<file path="src/rtl/fsc_pkg.sv">
`default_nettype none

package fsc_pkg;

  localparam int DATA_W          = 16;
  localparam int LABEL_W         = 10;
  localparam int MAX_NEURONS_DEF = 1024;

  localparam int APB_DATA_W = 32;
  localparam int APB_ADDR_W = 3;

  // word index of each configuration register (byte address / 4)
  typedef enum logic [0:0] {
    REG_THRESHOLD = 1'b0
  } reg_idx_t;

  typedef struct packed {
    logic signed [DATA_W-1:0] potential;
    logic                     step_end;
    logic                     sample_end;
  } item_t;

endpackage

`default_nettype wire

</file>
<file path="src/rtl/first_spike_classifier_top.sv">
`default_nettype none

// First-to-spike classifier. Potentials stream in step by step, neuron by
// neuron, with step_end on the last neuron of a step and sample_end on the
// last item of a sample. On the sample_end transaction the block reports the
// lowest-indexed neuron of the earliest step whose potential rose strictly
// above spike_threshold (by_spike = 1), or, if nothing spiked, the argmax of
// the last step with the first index winning ties (by_spike = 0). One item is
// taken every cycle while in_stall is low. An item passes the input register,
// then the compare/update stage, and out_valid is registered when its
// sample_end item is processed there; in_stall rises only while a sample_end
// item waits behind a result that out_stall holds. Steps longer than
// MAX_NEURONS wrap to a new step.
// spike_threshold (register 0, byte address 0) is to be written over the APB
// port only while the block is idle; the block itself does not enforce this.

module first_spike_classifier_top
  import fsc_pkg::*;
#(
  parameter int MAX_NEURONS = MAX_NEURONS_DEF
) (
  input  wire logic                     clk,
  input  wire logic                     rst,
  input  wire logic                     psel,
  input  wire logic                     penable,
  input  wire logic                     pwrite,
  input  wire logic [APB_ADDR_W-1:0]    paddr,
  input  wire logic [APB_DATA_W-1:0]    pwdata,
  output logic      [APB_DATA_W-1:0]    prdata,
  output logic                          pready,
  input  wire logic                     in_valid,
  output logic                          in_stall,
  input  wire logic signed [DATA_W-1:0] potential,
  input  wire logic                     step_end,
  input  wire logic                     sample_end,
  output logic                          out_valid,
  input  wire logic                     out_stall,
  output logic [LABEL_W-1:0]            label,
  output logic                          by_spike
);

  logic signed [DATA_W-1:0] threshold;
  item_t                    in_item;
  item_t                    s1_item;
  logic                     s1_valid;
  logic                     go;

  assign in_item.potential  = potential;
  assign in_item.step_end   = step_end;
  assign in_item.sample_end = sample_end;

  fsc_cfg u_cfg (
    .clk       (clk),
    .rst       (rst),
    .psel      (psel),
    .penable   (penable),
    .pwrite    (pwrite),
    .paddr     (paddr),
    .pwdata    (pwdata),
    .prdata    (prdata),
    .pready    (pready),
    .threshold (threshold)
  );

  fsc_in_reg u_in_reg (
    .clk      (clk),
    .rst      (rst),
    .in_valid (in_valid),
    .in_stall (in_stall),
    .in_item  (in_item),
    .go       (go),
    .valid    (s1_valid),
    .item     (s1_item)
  );

  fsc_core #(
    .MAX_NEURONS (MAX_NEURONS)
  ) u_core (
    .clk       (clk),
    .rst       (rst),
    .threshold (threshold),
    .valid     (s1_valid),
    .item      (s1_item),
    .go        (go),
    .out_valid (out_valid),
    .out_stall (out_stall),
    .label     (label),
    .by_spike  (by_spike)
  );

endmodule

`default_nettype wire

</file>
<file path="src/rtl/fsc_cfg.sv">
`default_nettype none

module fsc_cfg
  import fsc_pkg::*;
(
  input  wire logic                     clk,
  input  wire logic                     rst,
  input  wire logic                     psel,
  input  wire logic                     penable,
  input  wire logic                     pwrite,
  input  wire logic [APB_ADDR_W-1:0]    paddr,
  input  wire logic [APB_DATA_W-1:0]    pwdata,
  output logic      [APB_DATA_W-1:0]    prdata,
  output logic                          pready,
  output logic signed [DATA_W-1:0]      threshold
);

  reg_idx_t reg_sel;
  logic     wr_en;

  assign reg_sel = reg_idx_t'(paddr[APB_ADDR_W-1]);
  assign wr_en   = psel && penable && pwrite;
  assign pready  = 1'b1;

  always_ff @(posedge clk) begin
    if (rst) begin
      threshold <= '0;
    end else if (wr_en && (reg_sel == REG_THRESHOLD)) begin
      threshold <= signed'(pwdata[DATA_W-1:0]);
    end
  end

  always_comb begin
    case (reg_sel)
      REG_THRESHOLD: prdata = APB_DATA_W'(threshold);
      default:       prdata = '0;
    endcase
  end

endmodule

`default_nettype wire

</file>
<file path="src/rtl/fsc_in_reg.sv">
`default_nettype none

module fsc_in_reg
  import fsc_pkg::*;
(
  input  wire logic  clk,
  input  wire logic  rst,
  input  wire logic  in_valid,
  output logic       in_stall,
  input  wire item_t in_item,
  input  wire logic  go,
  output logic       valid,
  output item_t      item
);

  // holds one transaction; refills in the same cycle the core consumes it
  logic load;

  assign in_stall = valid && !go;
  assign load     = in_valid && !in_stall;

  always_ff @(posedge clk) begin
    if (rst) begin
      valid <= 1'b0;
    end else if (load) begin
      valid <= 1'b1;
    end else if (go) begin
      valid <= 1'b0;
    end
  end

  always_ff @(posedge clk) begin
    if (load) begin
      item <= in_item;
    end
  end

endmodule

`default_nettype wire

</file>
<file path="src/rtl/fsc_core.sv">
`default_nettype none

module fsc_core
  import fsc_pkg::*;
#(
  parameter int MAX_NEURONS = MAX_NEURONS_DEF
) (
  input  wire logic                 clk,
  input  wire logic                 rst,
  input  wire logic signed [DATA_W-1:0] threshold,
  input  wire logic                 valid,
  input  wire item_t                item,
  output logic                      go,
  output logic                      out_valid,
  input  wire logic                 out_stall,
  output logic [LABEL_W-1:0]        label,
  output logic                      by_spike
);

  localparam int POS_W = (MAX_NEURONS > 1) ? $clog2(MAX_NEURONS) : 1;
  localparam logic [POS_W-1:0] POS_LAST = POS_W'(MAX_NEURONS - 1);

  logic [POS_W-1:0]         pos;
  logic                     spike_found;
  logic [POS_W-1:0]         spike_winner;
  logic signed [DATA_W-1:0] step_best_value;
  logic [POS_W-1:0]         step_best_index;

  logic                     hit;
  logic                     take_best;
  logic                     found_next;
  logic [POS_W-1:0]         winner_next;
  logic [POS_W-1:0]         best_index_next;
  logic                     out_busy;

  // only a sample-ending item needs the result register
  assign out_busy = out_valid && out_stall;
  assign go       = valid && (!item.sample_end || !out_busy);

  assign hit             = !spike_found && (item.potential > threshold);
  assign take_best       = (pos == '0) || (item.potential > step_best_value);
  assign found_next      = spike_found || hit;
  assign winner_next     = hit ? pos : spike_winner;
  assign best_index_next = take_best ? pos : step_best_index;

  always_ff @(posedge clk) begin
    if (rst) begin
      pos             <= '0;
      spike_found     <= 1'b0;
      spike_winner    <= '0;
      step_best_value <= '0;
      step_best_index <= '0;
    end else if (go) begin
      if (item.sample_end) begin
        pos             <= '0;
        spike_found     <= 1'b0;
        spike_winner    <= '0;
        step_best_value <= '0;
        step_best_index <= '0;
      end else begin
        // a step that runs past the array wraps and starts a new step
        pos             <= (item.step_end || pos == POS_LAST) ? '0 : pos + 1'b1;
        spike_found     <= found_next;
        spike_winner    <= winner_next;
        if (take_best) begin
          step_best_value <= item.potential;
        end
        step_best_index <= best_index_next;
      end
    end
  end

  always_ff @(posedge clk) begin
    if (rst) begin
      out_valid <= 1'b0;
    end else if (go && item.sample_end) begin
      out_valid <= 1'b1;
    end else if (!out_stall) begin
      out_valid <= 1'b0;
    end
  end

  always_ff @(posedge clk) begin
    if (go && item.sample_end) begin
      label    <= found_next ? LABEL_W'(winner_next) : LABEL_W'(best_index_next);
      by_spike <= found_next;
    end
  end

endmodule

`default_nettype wire
</file>
<file path="config.mk">
export PLATFORM = sky130hd
export DESIGN_NAME = first_spike_classifier_top
export DESIGN_NICKNAME = d
export VERILOG_FILES = /design/src/rtl/fsc_pkg.sv /design/src/rtl/first_spike_classifier_top.sv /design/src/rtl/fsc_cfg.sv /design/src/rtl/fsc_in_reg.sv /design/src/rtl/fsc_core.sv
export SDC_FILE = /design/constraint.sdc
export NUM_CORES = 1
export LEC_CHECK = 0
export ABC_AREA = 1
export BUFFER_PORTS_ARGS = -buffer_cell sky130_fd_sc_hd__buf_2
export CAP_MARGIN = 0
export CORE_ASPECT_RATIO = 0.6
export CORE_MARGIN = 1
export CORE_UTILIZATION = 55
export DETAILED_ROUTE_END_ITERATION = 16
export PLACE_DENSITY = 0.8
export SKIP_CTS_REPAIR_TIMING = 1
export SLEW_MARGIN = 30
export SYNTH_ARGS = -nofsm -noshare
export SYNTH_HDL_FRONTEND = slang
export SYNTH_SLANG_ARGS = --single-unit
export TNS_END_PERCENT = 100
</file>
<file path="constraint.sdc">
create_clock -name clk -period 2.3 [get_ports clk]
set_input_delay 0.345 -clock clk [delete_from_list [all_inputs] [get_ports clk]]
set_output_delay 0.345 -clock clk [all_outputs]
set_load 0.02 [all_outputs]
</file>
==> flow_summary_export.csv <==
group,metric,value,unit
status,outcome,"finished, violations left",
status,violations,"setup timing",
setup_path,arrival,2.54,ns
clock_tree,cts_tree,"done",
setup_path,cp_max_fo,6,
synth,yosys_warnings,0,
drt,via_per_inst,5.604,
power,power.density,655.5,nW/um2
flow_run,maxCapViolations,0,
power,pwr-share-seq,44.0,%
clock_tree,clock-sinks,94,
drt,drcViolationCount,0,
power,irDropWorstVdd,0.0003765,V
sta,relSlewSlack,54.94,%
final_layout,syn2layout_area_growth,22.28,%
floorplanning,fp.coreArea,8751,um2
clock_tree,clkLatencyLatePin,0.36,ns
drt,drtIter0Drc,455,
sta,whs,0.1586,ns
sta,fmax,410.6,MHz
sta,drv_slew,0,
synth,synth_fp_nets,724,
final_layout,multi_input_area,2643,um2
global_routing,grt_max_degree,40,
clock_tree,cts_inserted_buffers,9,
synth,synth_edf_count,29,
clock_tree,clkTransAtPathRegs,0.07,ns
placement,io_buffer_count,86,
drt,firstDrtPassIters,6,
placement,preCtsSetupSlack,-0.1174,ns
final_layout,fillCellCount,639,
floorplanning,rows,26,
sta,setup_viol,33,
setup_path,critPathLaunchType,"register",
drt,wire_per_inst,15.73,um
setup_path,cp_data_required_time,2.41,ns
final_layout,antenna_cells,0,
setup_path,cpMaxStageDelayCell,"edfxtp_1",
setup_path,worstSetupPathType,"reg2reg",
setup_path,path_cells,"ha_4 > a21oi_1 > o21ai_0 > nor2_1 > nand4_1 > nand2_4 > buf_6 > nand4_1 > nand3_1 > nand2_1",
clock_tree,htreeDepth,3,
sta,period_needed,2.435,ns
sta,fin_skew,0.007803,ns
global_routing,grt_usage,25.56,%
synth,synth_area_per_cell,8.129,um2
synth,syn_area,5121,um2
synth,ys_ff_latch,94,
synth,synthArstFlopShare,0,%
drt,wirelength,12990,um
synth,synthCells,630,
floorplanning,die_width,126.6,um
clock_tree,root_buffer,"clkbuf_16",
clock_tree,clock_path_buffers,2,
final_layout,seq_area,2172,um2
floorplanning,start_util,58.52,%
power,comb_power_share,16.5,%
final_layout,final_cell_mix,"86 x inv_1, 86 x buf_2, 81 x nand2_1",
global_routing,grt_pass1_wl,19610,um
floorplanning,io_pins,106,
placement,gp_congestion,0.9290,
floorplanning,die-area,9714,um2
setup_path,cp_slowest_stage_delay,0.50,ns
sta,rsz0062_at_grt,"true",
final_layout,final_layout_size_suffix_gt1_share,31.65,%
drt,via_count,4629,
global_routing,antenna_found_initial,0,
synth,ys_seq_area_share,42.41,%
global_routing,grt_pass1_vias,4056,
placement,hpwl,8785,um
power,intPower,0.002975,W
global_routing,grt_overflow,0,
sta,setup_ws,-0.1355,ns
synth,yosys.cell_types.count,39,
floorplanning,dieHeight,76.75,um
synth,yosys_most_used_dff,"dfxtp_1",
power,p_sw_share,27.51,%
final_layout,final_nets,803,
sta,worst_pin_slew,0.6734,ns
drt,ant_nets,0,
power,clock_power_share,39.4,%
sta,hold_viol,0,
sta,fin_crit_sh,105.9,%
power,netSwitchingPower,0.001129,W
setup_path,path_common_cell,"nand4_1",
power,leakage,2.657,nW
hold_path,hold_path_class,"in2reg",
setup_path,worst_setup_path_end_kind,"register",
-- cells in the mapped netlist (all sizes together), types with 2 or more instances --
master,number,area share [%]
nand2,126,10
inv,88,6.5
nand3,77,9.0
a21oi,68,7.2
dfxtp,65,25
nor2,39,3.1
ha,34,8.3
buf,31,4.7
edfxtp,29,17
o21ai,24,2.4
clkbuf,15,1.3
nand4,14,1.8
nor3,5,0.81
a211oi,4,0.59
a31oi,3,0.37
nor4,2,0.37
xor2,2,0.34
-- flip-flops by register name (all words and copies together) (netlist names) --
signal                  count
u_core.out_valid            1
u_core.spike_winner        10
u_core.label               10
u_in_reg.item              18
u_core.step_best_index     10
u_core.pos                 10
u_core.step_best_value     16
u_core.by_spike             1
u_cfg.threshold            16
u_in_reg.valid              1
u_core.spike_found          1
-- routing by layer --
layer	GRT usage (%)	routed length, um	vias up
met5	0	0	-
met4	7.349	146	0
met3	5.862	1088	17
met2	38.01	5800	215
met1	36.83	5953	2166
li1	-	-	2231
-- power by group through the flow --
stage          Clock [W]  Sequential [W]  Combinational [W]
3_3_place_gp           0         0.00184           0.000517
3_5_place_dp           0         0.00184           0.000545
2_1_floorplan          0         0.00184           0.000394
6_report         0.00162         0.00181           0.000679
4_1_cts          0.00162         0.00180           0.000549
5_1_grt          0.00170         0.00181           0.000740
-- logic make-up after synthesis --
family / count (synthesis) / share of synthesized area [%]
buffers and inverters: 134 / 12.44
AOI/OAI and AO/OA: 101 / 10.90
and+or+nand+nor: 264 / 25.53
DFF: 94 / 42.41
adders and majority gates: 34 / 8.307
other: 1 / 0.07323
xor gates and xnor gates: 2 / 0.3421
-- per-stage QoR --
step | power [W] | util [%] | instances | TNS, ns | cell area, um2
after floorplan | 0.002235 | - | 630 | 0 | 5121
after global placement | 0.002354 | 63.17 | 799 | 0 | 5528
after detailed placement | 0.002385 | 63.17 | 799 | -2.111 | 5528
after CTS | 0.003973 | 66.86 | 815 | -2.080 | 5851
after global routing | 0.004247 | 71.56 | 826 | -7.111 | 6262
final | 0.004105 | 71.56 | 826 | -1.831 | 6262
-- area by class of cell --
| cell class | instances | area share (%) |
|---|---|---|
| clock inverters | 7 | 1.558 |
| multi-input cells | 405 | 42.20 |
| well taps | 112 | 2.238 |
| repair buffers | 111 | 10.37 |
| flip-flops and latches | 94 | 34.69 |
| clock buffers | 9 | 3.596 |
| inverters | 88 | 5.355 |
-- critical path: cells and delay by family, from the launching register on --
kind	cells	cell delay, ns
AO/OA/AOI/OAI	2	0.29
adder cells (fa/ha/maj)	1	0.29
buffers and inverters	1	0.14
flip-flops	1	0.50
AND/OR/NAND/NOR	6	0.96
-- final timing paths --
kind	from	endpoint	slack, ns	cells past startpoint
setup / recovery	u_in_reg.item[15]	u_core.label[4]	-0.14	10
hold / removal	potential[6]	u_in_reg.item[8]	0.16	1
setup reg to reg	u_in_reg.item[15]	u_core.label[4]	-0.14	10
hold reg to reg	u_core.step_best_value[9]	u_core.step_best_value[9]	0.46	2
Note: power is estimated with default switching activity, not from simulation.
